$ cat config.mk
export PLATFORM = sky130hd
export DESIGN_NAME = serial_frame_deframer
export DESIGN_NICKNAME = d
export VERILOG_FILES = /design/src/design/sfd_pkg.sv /design/src/design/serial_frame_deframer.sv
export SDC_FILE = /design/constraint.sdc
export NUM_CORES = 1
export LEC_CHECK = 0
export BUFFER_PORTS_ARGS = -buffer_cell sky130_fd_sc_hd__clkbuf_2
export CAP_MARGIN = 10
export CORE_AREA = 4 4 134 161
export DETAILED_ROUTE_END_ITERATION = 8
export DIE_AREA = 0 0 138 165
export PLACE_DENSITY = 0.81
export SYNTH_ARGS = -nofsm -noshare
export SYNTH_HDL_FRONTEND = slang
export SYNTH_SLANG_ARGS = --single-unit
$ cat constraint.sdc
create_clock -name clk -period 4.9 [get_ports clk]
set_input_delay 0.245 -clock clk [delete_from_list [all_inputs] [get_ports clk]]
set_output_delay 0.245 -clock clk [all_outputs]
set_load 0.03 [all_outputs]
$ cat src/design/sfd_pkg.sv
// Shared constants and types for the serial frame deframer.
`timescale 1ns / 1ps

package sfd_pkg;

    localparam int BYTE_W  = 8;
    localparam int LIMIT_W = 16;
    localparam int LEN_W   = 17;
    localparam int POS_W   = 16;
    localparam int ADDR_W  = 5;
    localparam int APB_W   = 32;

    localparam int RESULT_W = 1 + POS_W + BYTE_W + 1 + LEN_W + 1;
    localparam int TDATA_W  = ((RESULT_W + 7) / 8) * 8;
    localparam int PAD_W    = TDATA_W - RESULT_W;

    typedef enum logic [2:0] {
        REG_FIRST_HEADER  = 3'd0,
        REG_SECOND_HEADER = 3'd1,
        REG_MIN_LEN       = 3'd2,
        REG_MAX_LEN       = 3'd3,
        REG_BUFFER_LIMIT  = 3'd4
    } reg_index_t;

    localparam logic [BYTE_W-1:0]  FIRST_HEADER_RST  = 8'd0;
    localparam logic [BYTE_W-1:0]  SECOND_HEADER_RST = 8'd0;
    localparam logic [BYTE_W-1:0]  MIN_LEN_RST       = 8'd1;
    localparam logic [BYTE_W-1:0]  MAX_LEN_RST       = 8'd255;
    localparam logic [LIMIT_W-1:0] BUFFER_LIMIT_RST  = 16'd512;

    localparam logic [LEN_W-1:0] HEADER_BYTES = 17'd3;
    localparam logic [LEN_W-1:0] EXT_LOW_POS  = 17'd9;
    localparam logic [LEN_W-1:0] EXT_HIGH_POS = 17'd10;
    localparam logic [LEN_W-1:0] EXT_EXTRA    = 17'd2;

    localparam logic [LEN_W-1:0] POS_HEADER1 = 17'd0;
    localparam logic [LEN_W-1:0] POS_HEADER2 = 17'd1;
    localparam logic [LEN_W-1:0] POS_LENGTH  = 17'd2;

    localparam logic KIND_BYTE    = 1'b0;
    localparam logic KIND_RELEASE = 1'b1;

    // Packed so that write_valid sits in the lowest bit of tdata.
    typedef struct packed {
        logic [PAD_W-1:0]  pad;
        logic              frame_dropped;
        logic [LEN_W-1:0]  frame_length;
        logic              frame_complete;
        logic [BYTE_W-1:0] write_value;
        logic [POS_W-1:0]  write_position;
        logic              write_valid;
    } result_t;

endpackage

$ cat src/design/serial_frame_deframer.sv
// Top level of the serial frame deframer with its configuration registers.
`timescale 1ns / 1ps

// The deframer takes one word per cycle on the slave side while the master side keeps up, and
// gives exactly one registered result word for each through an output register backed by a
// one-word skid stage; the frame parser state is updated in the same cycle the word is taken,
// so a word can be accepted every cycle while the master side keeps up. A word with tuser high
// always returns the parser to idle, which releases a completed frame. Registers are to be
// written over the APB port only while no word is in flight; the block does not enforce this.
module serial_frame_deframer
(
    input  logic                            clk,
    input  logic                            rst_n,

    input  logic                            psel,
    input  logic                            penable,
    input  logic                            pwrite,
    input  logic [sfd_pkg::ADDR_W-1:0]      paddr,
    input  logic [sfd_pkg::APB_W-1:0]       pwdata,
    output logic [sfd_pkg::APB_W-1:0]       prdata,
    output logic                            pready,

    input  logic                            s_tvalid,
    output logic                            s_tready,
    input  logic [sfd_pkg::BYTE_W-1:0]      s_tdata,  // data_byte
    input  logic                            s_tuser,  // kind

    output logic                            m_tvalid,
    input  logic                            m_tready,
    // write_valid, write_position, write_value, frame_complete, frame_length,
    // frame_dropped, zero padding
    output logic [sfd_pkg::TDATA_W-1:0]     m_tdata
);

    typedef enum logic [2:0] {
        ST_IDLE,
        ST_HEAD1,
        ST_HEAD2,
        ST_DATA,
        ST_DONE
    } mode_t;

    logic [sfd_pkg::BYTE_W-1:0]  first_header_reg;
    logic [sfd_pkg::BYTE_W-1:0]  second_header_reg;
    logic [sfd_pkg::BYTE_W-1:0]  min_len_reg;
    logic [sfd_pkg::BYTE_W-1:0]  max_len_reg;
    logic [sfd_pkg::LIMIT_W-1:0] buffer_limit_reg;

    mode_t                       mode_reg, mode_next;
    logic [sfd_pkg::LEN_W-1:0]   pos_reg, pos_next;
    logic [sfd_pkg::LEN_W-1:0]   exp_len_reg, exp_len_next;
    logic                        ext_reg, ext_next;

    sfd_pkg::result_t            result;
    sfd_pkg::result_t            out_reg;
    sfd_pkg::result_t            skid_reg;
    logic                        out_valid_reg;
    logic                        skid_valid_reg;

    logic                        cfg_write;
    sfd_pkg::reg_index_t         cfg_index;
    logic                        in_fire;
    logic                        out_fire;

    assign pready    = 1'b1;
    assign cfg_write = psel & penable & pwrite;
    assign cfg_index = sfd_pkg::reg_index_t'(paddr[sfd_pkg::ADDR_W-1:2]);

    always_comb
    begin
        unique case (cfg_index)
            sfd_pkg::REG_FIRST_HEADER:
                prdata = {{(sfd_pkg::APB_W - sfd_pkg::BYTE_W){1'b0}}, first_header_reg};
            sfd_pkg::REG_SECOND_HEADER:
                prdata = {{(sfd_pkg::APB_W - sfd_pkg::BYTE_W){1'b0}}, second_header_reg};
            sfd_pkg::REG_MIN_LEN:
                prdata = {{(sfd_pkg::APB_W - sfd_pkg::BYTE_W){1'b0}}, min_len_reg};
            sfd_pkg::REG_MAX_LEN:
                prdata = {{(sfd_pkg::APB_W - sfd_pkg::BYTE_W){1'b0}}, max_len_reg};
            sfd_pkg::REG_BUFFER_LIMIT:
                prdata = {{(sfd_pkg::APB_W - sfd_pkg::LIMIT_W){1'b0}}, buffer_limit_reg};
            default:
                prdata = '0;
        endcase
    end

    always_ff @(posedge clk or negedge rst_n)
    begin
        if (!rst_n)
        begin
            first_header_reg  <= sfd_pkg::FIRST_HEADER_RST;
            second_header_reg <= sfd_pkg::SECOND_HEADER_RST;
            min_len_reg       <= sfd_pkg::MIN_LEN_RST;
            max_len_reg       <= sfd_pkg::MAX_LEN_RST;
            buffer_limit_reg  <= sfd_pkg::BUFFER_LIMIT_RST;
        end
        else if (cfg_write)
        begin
            unique case (cfg_index)
                sfd_pkg::REG_FIRST_HEADER:  first_header_reg  <= pwdata[sfd_pkg::BYTE_W-1:0];
                sfd_pkg::REG_SECOND_HEADER: second_header_reg <= pwdata[sfd_pkg::BYTE_W-1:0];
                sfd_pkg::REG_MIN_LEN:       min_len_reg       <= pwdata[sfd_pkg::BYTE_W-1:0];
                sfd_pkg::REG_MAX_LEN:       max_len_reg       <= pwdata[sfd_pkg::BYTE_W-1:0];
                sfd_pkg::REG_BUFFER_LIMIT:  buffer_limit_reg  <= pwdata[sfd_pkg::LIMIT_W-1:0];
                default:                    ;
            endcase
        end
    end

    // Frame parser: next state and the result word for the word on the slave side.
    always_comb
    begin
        logic [sfd_pkg::LEN_W-1:0] data_ext;
        logic                      drop;

        data_ext     = {{(sfd_pkg::LEN_W - sfd_pkg::BYTE_W){1'b0}}, s_tdata};
        drop         = 1'b0;
        mode_next    = mode_reg;
        pos_next     = pos_reg;
        exp_len_next = exp_len_reg;
        ext_next     = ext_reg;
        result       = '0;

        if (s_tuser == sfd_pkg::KIND_RELEASE)
        begin
            mode_next    = ST_IDLE;
            pos_next     = '0;
            exp_len_next = '0;
            ext_next     = 1'b0;
        end
        else
        begin
            unique case (mode_reg)
                ST_IDLE:
                begin
                    if (s_tdata == first_header_reg)
                    begin
                        mode_next             = ST_HEAD1;
                        exp_len_next          = '0;
                        ext_next              = 1'b0;
                        pos_next              = sfd_pkg::POS_HEADER2;
                        result.write_valid    = 1'b1;
                        result.write_position = sfd_pkg::POS_HEADER1[sfd_pkg::POS_W-1:0];
                        result.write_value    = s_tdata;
                    end
                end
                ST_HEAD1:
                begin
                    if (s_tdata == second_header_reg)
                    begin
                        mode_next             = ST_HEAD2;
                        pos_next              = sfd_pkg::POS_LENGTH;
                        result.write_valid    = 1'b1;
                        result.write_position = sfd_pkg::POS_HEADER2[sfd_pkg::POS_W-1:0];
                        result.write_value    = s_tdata;
                    end
                    else if (s_tdata != first_header_reg)
                    begin
                        mode_next = ST_IDLE;
                        drop      = 1'b1;
                    end
                end
                ST_HEAD2:
                begin
                    if (s_tdata == '0)
                    begin
                        mode_next    = ST_DATA;
                        exp_len_next = {{(sfd_pkg::LEN_W - sfd_pkg::BYTE_W){1'b0}}, min_len_reg}
                                       + sfd_pkg::HEADER_BYTES;
                        ext_next     = 1'b1;
                    end
                    else if (s_tdata >= min_len_reg && s_tdata <= max_len_reg)
                    begin
                        mode_next    = ST_DATA;
                        exp_len_next = data_ext + sfd_pkg::HEADER_BYTES;
                        ext_next     = 1'b0;
                    end
                    else
                    begin
                        mode_next = ST_IDLE;
                        drop      = 1'b1;
                    end
                    if (!drop)
                    begin
                        pos_next              = sfd_pkg::HEADER_BYTES;
                        result.write_valid    = 1'b1;
                        result.write_position = sfd_pkg::POS_LENGTH[sfd_pkg::POS_W-1:0];
                        result.write_value    = s_tdata;
                    end
                end
                ST_DATA:
                begin
                    if (ext_reg && pos_reg == sfd_pkg::EXT_LOW_POS)
                    begin
                        exp_len_next = exp_len_reg + data_ext;
                    end
                    else if (ext_reg && pos_reg == sfd_pkg::EXT_HIGH_POS)
                    begin
                        exp_len_next = exp_len_reg + (data_ext << 8) + sfd_pkg::EXT_EXTRA;
                        drop = exp_len_next >
                               {{(sfd_pkg::LEN_W - sfd_pkg::LIMIT_W){1'b0}}, buffer_limit_reg};
                    end
                    result.write_valid    = 1'b1;
                    result.write_position = pos_reg[sfd_pkg::POS_W-1:0];
                    result.write_value    = s_tdata;
                    pos_next              = pos_reg + 1'b1;
                    if (drop)
                    begin
                        mode_next = ST_IDLE;
                    end
                    else if (pos_next >= exp_len_next)
                    begin
                        mode_next             = ST_DONE;
                        result.frame_complete = 1'b1;
                    end
                end
                ST_DONE:
                begin
                end
                default:
                begin
                end
            endcase
        end

        result.frame_dropped = drop;
        result.frame_length  = exp_len_next;
    end

    assign s_tready = ~skid_valid_reg;
    assign in_fire  = s_tvalid & s_tready;
    assign out_fire = out_valid_reg & m_tready;
    assign m_tvalid = out_valid_reg;
    assign m_tdata  = out_reg;

    always_ff @(posedge clk or negedge rst_n)
    begin
        if (!rst_n)
        begin
            mode_reg       <= ST_IDLE;
            pos_reg        <= '0;
            exp_len_reg    <= '0;
            ext_reg        <= 1'b0;
            out_valid_reg  <= 1'b0;
            skid_valid_reg <= 1'b0;
        end
        else
        begin
            if (in_fire)
            begin
                mode_reg    <= mode_next;
                pos_reg     <= pos_next;
                exp_len_reg <= exp_len_next;
                ext_reg     <= ext_next;
            end

            if (out_fire || !out_valid_reg)
            begin
                if (skid_valid_reg)
                begin
                    out_valid_reg  <= 1'b1;
                    skid_valid_reg <= 1'b0;
                end
                else
                begin
                    out_valid_reg <= in_fire;
                end
            end
            else if (in_fire)
            begin
                skid_valid_reg <= 1'b1;
            end
        end
    end

    // Result payload registers; the valid flags above say when they hold a word.
    always_ff @(posedge clk)
    begin
        if (out_fire || !out_valid_reg)
        begin
            if (skid_valid_reg)
            begin
                out_reg <= skid_reg;
            end
            else if (in_fire)
            begin
                out_reg <= result;
            end
        end
        else if (in_fire)
        begin
            skid_reg <= result;
        end
    end

endmodule

==> results of run 1 <==
-- where the power goes --
part / switching (W) / internal (W)
clock: 0.000666 / 0.000779
sequential: 0.000207 / 0.00177
combinational: 0.00119 / 0.000658
-- metrics by stage --
step	power [W]	utilization [%]
floorplan	0.003297	-
global placement	0.003737	61.85
detailed placement	0.003785	61.85
CTS	0.005230	65.12
global route	0.005531	65.15
finish	0.005268	65.15
-- logic make-up after synthesis --
family | synth area share (%)
AO/OA/AOI/OAI | 20.65
XOR/XNOR | 4.371
adder cells (fa/ha/maj) | 7.684
buffers and inverters | 5.917
flip-flops | 41.09
multiplexers | 4.064
other | 0.06353
AND/OR/NAND/NOR | 16.16
-- layer usage --
metal / vias to the layer above / track usage (%) / share of wire (%)
met5: - / 0 / 0
met4: 0 / 16.94 / 6.0
met3: 136 / 4.807 / 8.4
met2: 571 / 47.34 / 47
met1: 4772 / 35.29 / 38
li1: 4696 / - / -
-- synthesized netlist by cell type (all sizes together) (7+ instances only) --
| library cell | n |
|---|---|
| nand2 | 124 |
| nor2 | 90 |
| edfxtp | 88 |
| o21ai | 80 |
| dfrtp | 78 |
| ha | 71 |
| inv | 69 |
| a21oi | 54 |
| clkbuf | 50 |
| buf | 36 |
| and3 | 34 |
| mux2 | 32 |
| xnor2 | 32 |
| nand3 | 29 |
| xor2 | 27 |
| nor3 | 24 |
| o31ai | 20 |
| a21o | 19 |
| o22ai | 18 |
| nand4 | 17 |
| a211oi | 15 |
| a22o | 15 |
| nor4 | 15 |
| o211ai | 15 |
| o21a | 13 |
| mux2i | 12 |
| a22oi | 11 |
| nor2b | 11 |
| a31oi | 10 |
| dfstp | 10 |
| or3 | 8 |
| and2 | 7 |
-- final timing paths --
kind / end / slack (ns) / cells past startpoint
setup reg to reg: mode_reg[0] / 0.57 / 14
setup / recovery: mode_reg[0] / 0.57 / 14
hold / removal: buffer_limit_reg[11] / 0.01 / 3
max in group asynchronous: second_header_reg[7] / 3.47 / 3
hold reg to reg: max_len_reg[4] / 0.52 / 2
min in group asynchronous: exp_len_reg[9] / 0.31 / 2
-- worst register-to-register path: cells and delay by family, from the launching register on --
family	cells	cell delay, ns
flops	1	0.47
buf+inv	1	0.07
simple gates	8	2.50
compound gates	4	0.87
fa+ha+maj	1	0.30
-- final cells by class --
cell class / count / area [um^2]
multi-input cells: 926 / 6350
inverters: 71 / 266.5
clock buffers: 17 / 425.4
repair buffers: 121 / 678.2
well taps: 265 / 331.6
clock inverters: 15 / 193.9
fillers: 1643 / 7009
flip-flops and latches: 176 / 4857
==> results.sh, run 1 <==
export IMPL_status="completed"
export IMPL_dp_slack_ns=0.6913
export IMPL_drc_errors=0
export IMPL_finalNonFillerCells=1591
export IMPL_diodes=0
export IMPL_tightest_slew_ns=1.156
export IMPL_hold_viol_final=0
export IMPL_setup_worst_path_start="pos_reg[7]"
export IMPL_syn_to_final_growth_pct=10.84
export IMPL_synth_ff_latch_count=176
export IMPL_synth_edf_count=88
export IMPL_placed_area_um2=12440
export IMPL_hp_start="pwdata[11]"
export IMPL_leakage_nw=5.684
export IMPL_clock_sinks=176
export IMPL_cellPowerDensity_nw_per_um2=402.0
export IMPL_fin_skew_ns=0.009982
export IMPL_start_kind="flip-flop"
export IMPL_crit_buf_inv=1
export IMPL_critPathMaxFanout=7
export IMPL_htree_levels=4
export IMPL_maxCapViolations=0
export IMPL_peakVddDrop_mv=0.2861
export IMPL_final_common_cell="nand2_1"
export IMPL_drive_gt1_share_pct=17.50
export IMPL_rr_startpoint="pos_reg[7]"
export IMPL_finalCritPeriodShare_pct=88.39
export IMPL_max_clock_path_buffers=2
export IMPL_drtAntennaViolNets=0
export IMPL_finalCriticalPeriod_ns=4.331
export IMPL_grt_total_usage_pct=28.53
export IMPL_fin_setup_tns_ns=0
export IMPL_antenna_found_initial=0
export IMPL_vias_per_cell=6.395
export IMPL_cts_buffers=17
export IMPL_critical_path_max_stage_delay_ns=0.61
export IMPL_dp_hpwl_mm=23.52
export IMPL_grt_pass1_vias=9910
export IMPL_rows=57
export IMPL_clock_root_buffer="clkbuf_16"
export IMPL_layout_common_cells="nand2_1 (122), clkbuf_2 (96), nor2_1 (88), edfxtp_1 (88), dfrtp_1 (78)"
export IMPL_hold_path_class="in2reg"
export IMPL_start_util_pct=58.78
export IMPL_die_h_um=165
export IMPL_cts_resized=0
export IMPL_die_area_um2=22770
export IMPL_crit_chain="or4_4, nor4_4, nand2_1, or3_1, a21oi_1, a211o_1, inv_1, ha_1, nand4_1, nor2_1, o2111ai_1, o21ai_0, nor3_1, or3_1"
export IMPL_fin_area_um2=13100
export IMPL_holdBufCountCts=4
export IMPL_cts_tree="built"
export IMPL_worstSetupPathType="reg2reg"
export IMPL_synth_top_area_cell="edfxtp_1"
export IMPL_yosysUniqueCellTypes=84
export IMPL_final_setup_viol_count=0
export IMPL_grt_overflow=0
export IMPL_synth_warnings=0
export IMPL_dpl_cell_count=1554
export IMPL_slew_limit_headroom_pct=22.78
export IMPL_synth_async_reset_ratio_pct=50.00
export IMPL_maxSlewViolCount=0
export IMPL_crit_slowest_cell="or4_4"
export IMPL_yosys_most_used_dff="edfxtp_1"
export IMPL_fin_ws_ns=0.5688
export IMPL_seq_area_frac_synth_pct=41.09
export IMPL_critPathRequiredTime_ns=5.22
export IMPL_syn_inst=1240
export IMPL_final_nets=1438
export IMPL_grt_pass1_wl_mm=51.77
export IMPL_clock_fmax_mhz=230.9
export IMPL_arrival_ns=4.65
export IMPL_dr_pass1_iters=8
export IMPL_synth_top_cell_area_share_pct=22.35
export IMPL_place_congestion=0.9620
export IMPL_routed_wl_mm=32.43
export IMPL_grt_start_max_net_pins=56
export IMPL_post_cts_buffers=0
export IMPL_critPathCaptureType="flip-flop"
export IMPL_num_vias=10180
export IMPL_synth_avg_cell_area_um2=9.533
export IMPL_crit_path_frequent_cell="or3_1"
export IMPL_io_buffers=96
export IMPL_core_area_um2=20110
export IMPL_hold_worst_slack_ns=0.01441
export IMPL_clkTransAtPathRegs_ns=0.07
export IMPL_netlist_area_um2=11820
export IMPL_initialDrtViolationCount=878
export IMPL_pin_count=136
export IMPL_wl_per_cell_um=20.38
export IMPL_synth_area_leaders="edfxtp_1 (22%), dfrtp_1 (17%), ha_1 (7.5%)"
export IMPL_dieWidth_um=138
export IMPL_rsz0062_at_grt="no"
export IMPL_clkLatencyLatePin_ns=0.45
export IMPL_crit_family="simple AND/OR/NAND/NOR gates"
Note: power is estimated with default switching activity, not from simulation.
==> run 2: changes to the inputs <==
--- a/config.mk
+++ b/config.mk
@@ -7,10 +7,10 @@
 export LEC_CHECK = 0
 export BUFFER_PORTS_ARGS = -buffer_cell sky130_fd_sc_hd__clkbuf_2
 export CAP_MARGIN = 10
-export CORE_AREA = 4 4 134 161
+export CORE_AREA = 4 4 141 170
 export DETAILED_ROUTE_END_ITERATION = 8
-export DIE_AREA = 0 0 138 165
-export PLACE_DENSITY = 0.81
+export DIE_AREA = 0 0 145 174
+export PLACE_DENSITY = 0.77
 export SYNTH_ARGS = -nofsm -noshare
 export SYNTH_HDL_FRONTEND = slang
 export SYNTH_SLANG_ARGS = --single-unit
==> constraint.sdc (replaced) <==
create_clock -name clk -period 3.75 [get_ports clk]
set_input_delay 0.1875 -clock clk [delete_from_list [all_inputs] [get_ports clk]]
set_output_delay 0.1875 -clock clk [all_outputs]
set_load 0.03 [all_outputs]
==> results.sh, run 2 (synthesis results as in run 1) <==
export IMPL_cellPowerDensity_nw_per_um2=510.0
export IMPL_core_area_um2=22300
export IMPL_hold_worst_slack_ns=0.02898
export IMPL_cts_buffers=17
export IMPL_worstSetupPathType="reg2reg"
export IMPL_final_nets=1550
export IMPL_start_kind="flip-flop"
export IMPL_violations="setup timing"
export IMPL_dp_hpwl_mm=26.02
export IMPL_hold_viol_final=0
export IMPL_layout_common_cells="buf_4 (127), nand2_1 (120), clkbuf_2 (95), edfxtp_1 (88), nor2_1 (86)"
export IMPL_maxSlewViolCount=0
export IMPL_diodes=0
export IMPL_finalCriticalPeriod_ns=3.785
export IMPL_critPathMaxFanout=5
export IMPL_drive_gt1_share_pct=26.50
export IMPL_multi_input_area_um2=6576
export IMPL_initialDrtViolationCount=1013
export IMPL_slew_limit_headroom_pct=23.90
export IMPL_tightest_slew_ns=1.139
export IMPL_fin_skew_ns=0.01833
export IMPL_routed_wl_mm=35.43
export IMPL_grtUsageMet2_pct=45.38
export IMPL_io_buffers=96
export IMPL_clkLatencyLatePin_ns=0.45
export IMPL_met1_usage_pct=35.11
export IMPL_final_setup_viol_count=1
export IMPL_fin_setup_tns_ns=-0.03532
export IMPL_fillers=1778
export IMPL_grt_pass1_vias=10310
export IMPL_finalCritPeriodShare_pct=100.9
export IMPL_grt_overflow=0
export IMPL_grt_use_met3_pct=4.485
export IMPL_dieWidth_um=145
export IMPL_fin_ws_ns=-0.03532
export IMPL_vias_per_cell=6.274
export IMPL_max_clock_path_buffers=2
export IMPL_leakage_nw=6.291
export IMPL_final_core_util_pct=63.76
export IMPL_final_common_cell="buf_4"
export IMPL_critPathCaptureType="flip-flop"
export IMPL_dr_pass1_iters=5
export IMPL_grt_pass1_wl_mm=55.37
export IMPL_busiest_layer="met2"
export IMPL_grt_total_usage_pct=27.33
export IMPL_maxCapViolations=0
export IMPL_antenna_found_initial=0
export IMPL_htree_levels=4
export IMPL_peakVddDrop_mv=0.3769
export IMPL_grt_start_max_net_pins=73
export IMPL_rows=60
export IMPL_place_congestion=0.9599
export IMPL_arrival_ns=3.96
export IMPL_drc_errors=0
export IMPL_cts_tree="built"
export IMPL_clock_fmax_mhz=264.2
export IMPL_die_area_um2=25230
export IMPL_rsz0062_at_grt="yes"
export IMPL_syn_to_final_growth_pct=20.26
export IMPL_hold_path_class="in2reg"
export IMPL_pin_count=136
export IMPL_clock_sinks=176
export IMPL_wl_per_cell_um=20.64
export IMPL_seqCellArea_um2=4860
export IMPL_critPathRequiredTime_ns=3.93
export IMPL_dpl_cell_count=1667
export IMPL_die_h_um=174
export IMPL_start_util_pct=53.02
export IMPL_finalNonFillerCells=1717
export IMPL_status="finished with violations"
export IMPL_drtAntennaViolNets=0
export IMPL_num_vias=10770
export IMPL_clkTransAtPathRegs_ns=0.07
export IMPL_clock_root_buffer="clkbuf_16"
run 2: per-stage QoR:
stage	instance area, um^2	setup slack, ns	power [W]
finish	14220	-0.03532	0.007250
CTS	13930	0.005981	0.007113
global route	14220	-0.1388	0.007609
detailed placement	13200	-0.07724	0.005175
global placement	13200	-0.01895	0.005112
floorplan	11890	0.1790	0.004308
run 2: layer usage:
layer  routed length [um]  vias up
met2                16720      632
met3                 2938      132
met1                14080     5084
met5                    0        -
li1                     -     4925
met4                 1692        0
run 2: final cells by class:
cell class | count | area share (%)
tap | 279 | 2.456
inverter | 71 | 1.875
timing repair buffer | 233 | 10.84
clock inverter | 15 | 1.391
sequential | 176 | 34.18
multi-input combinational | 926 | 46.26
clock buffer | 17 | 2.992
run 2: path summary, 6_finish.rpt:
path / start / end / slack [ns] / cells past startpoint
max: exp_len_reg[0] / m_tdata[25] / -0.04 / 15
min: s_tvalid / m_tvalid / 0.03 / 3
max reg2reg: exp_len_reg[0] / m_tdata[25] / -0.04 / 15
min reg2reg: skid_reg[17] / m_tdata[17] / 0.53 / 2
max in group asynchronous: rst_n / max_len_reg[6] / 2.38 / 3
min in group asynchronous: rst_n / buffer_limit_reg[12] / 0.44 / 2
run 2: timing repair:
| action | CTS | global route |
|---|---|---|
| hold endpoints to repair | 72 | 0 |
| hold buffers | 9 | 0 |
| endpoints found under the setup margin | 3 | 7 |
| setup buffers | 0 | 9 |
| resized for setup | 6 | 49 |
| pin swaps | 1 | 31 |
run 2: worst max-delay path, cell delays in order (launching register included):
cell and delay, ns:
dfrtp_1 0.38, ha_1 0.21, fa_1 0.41, a21oi_2 0.17, o22ai_1 0.17, o21a_2 0.30, a41oi_1 0.22, nand2_1 0.07
o211ai_1 0.15, ha_1 0.31, a21o_1 0.18, a21o_1 0.18, a21oi_1 0.20, o211a_1 0.26, o21a_1 0.21, o31ai_4 0.09
run 2: where the power goes:
group,internal (W),switching (W),total [W]
registers,0.00231,0.000212,0.00253
clock network,0.00102,0.000908,0.00193
logic,0.00105,0.00175,0.00279
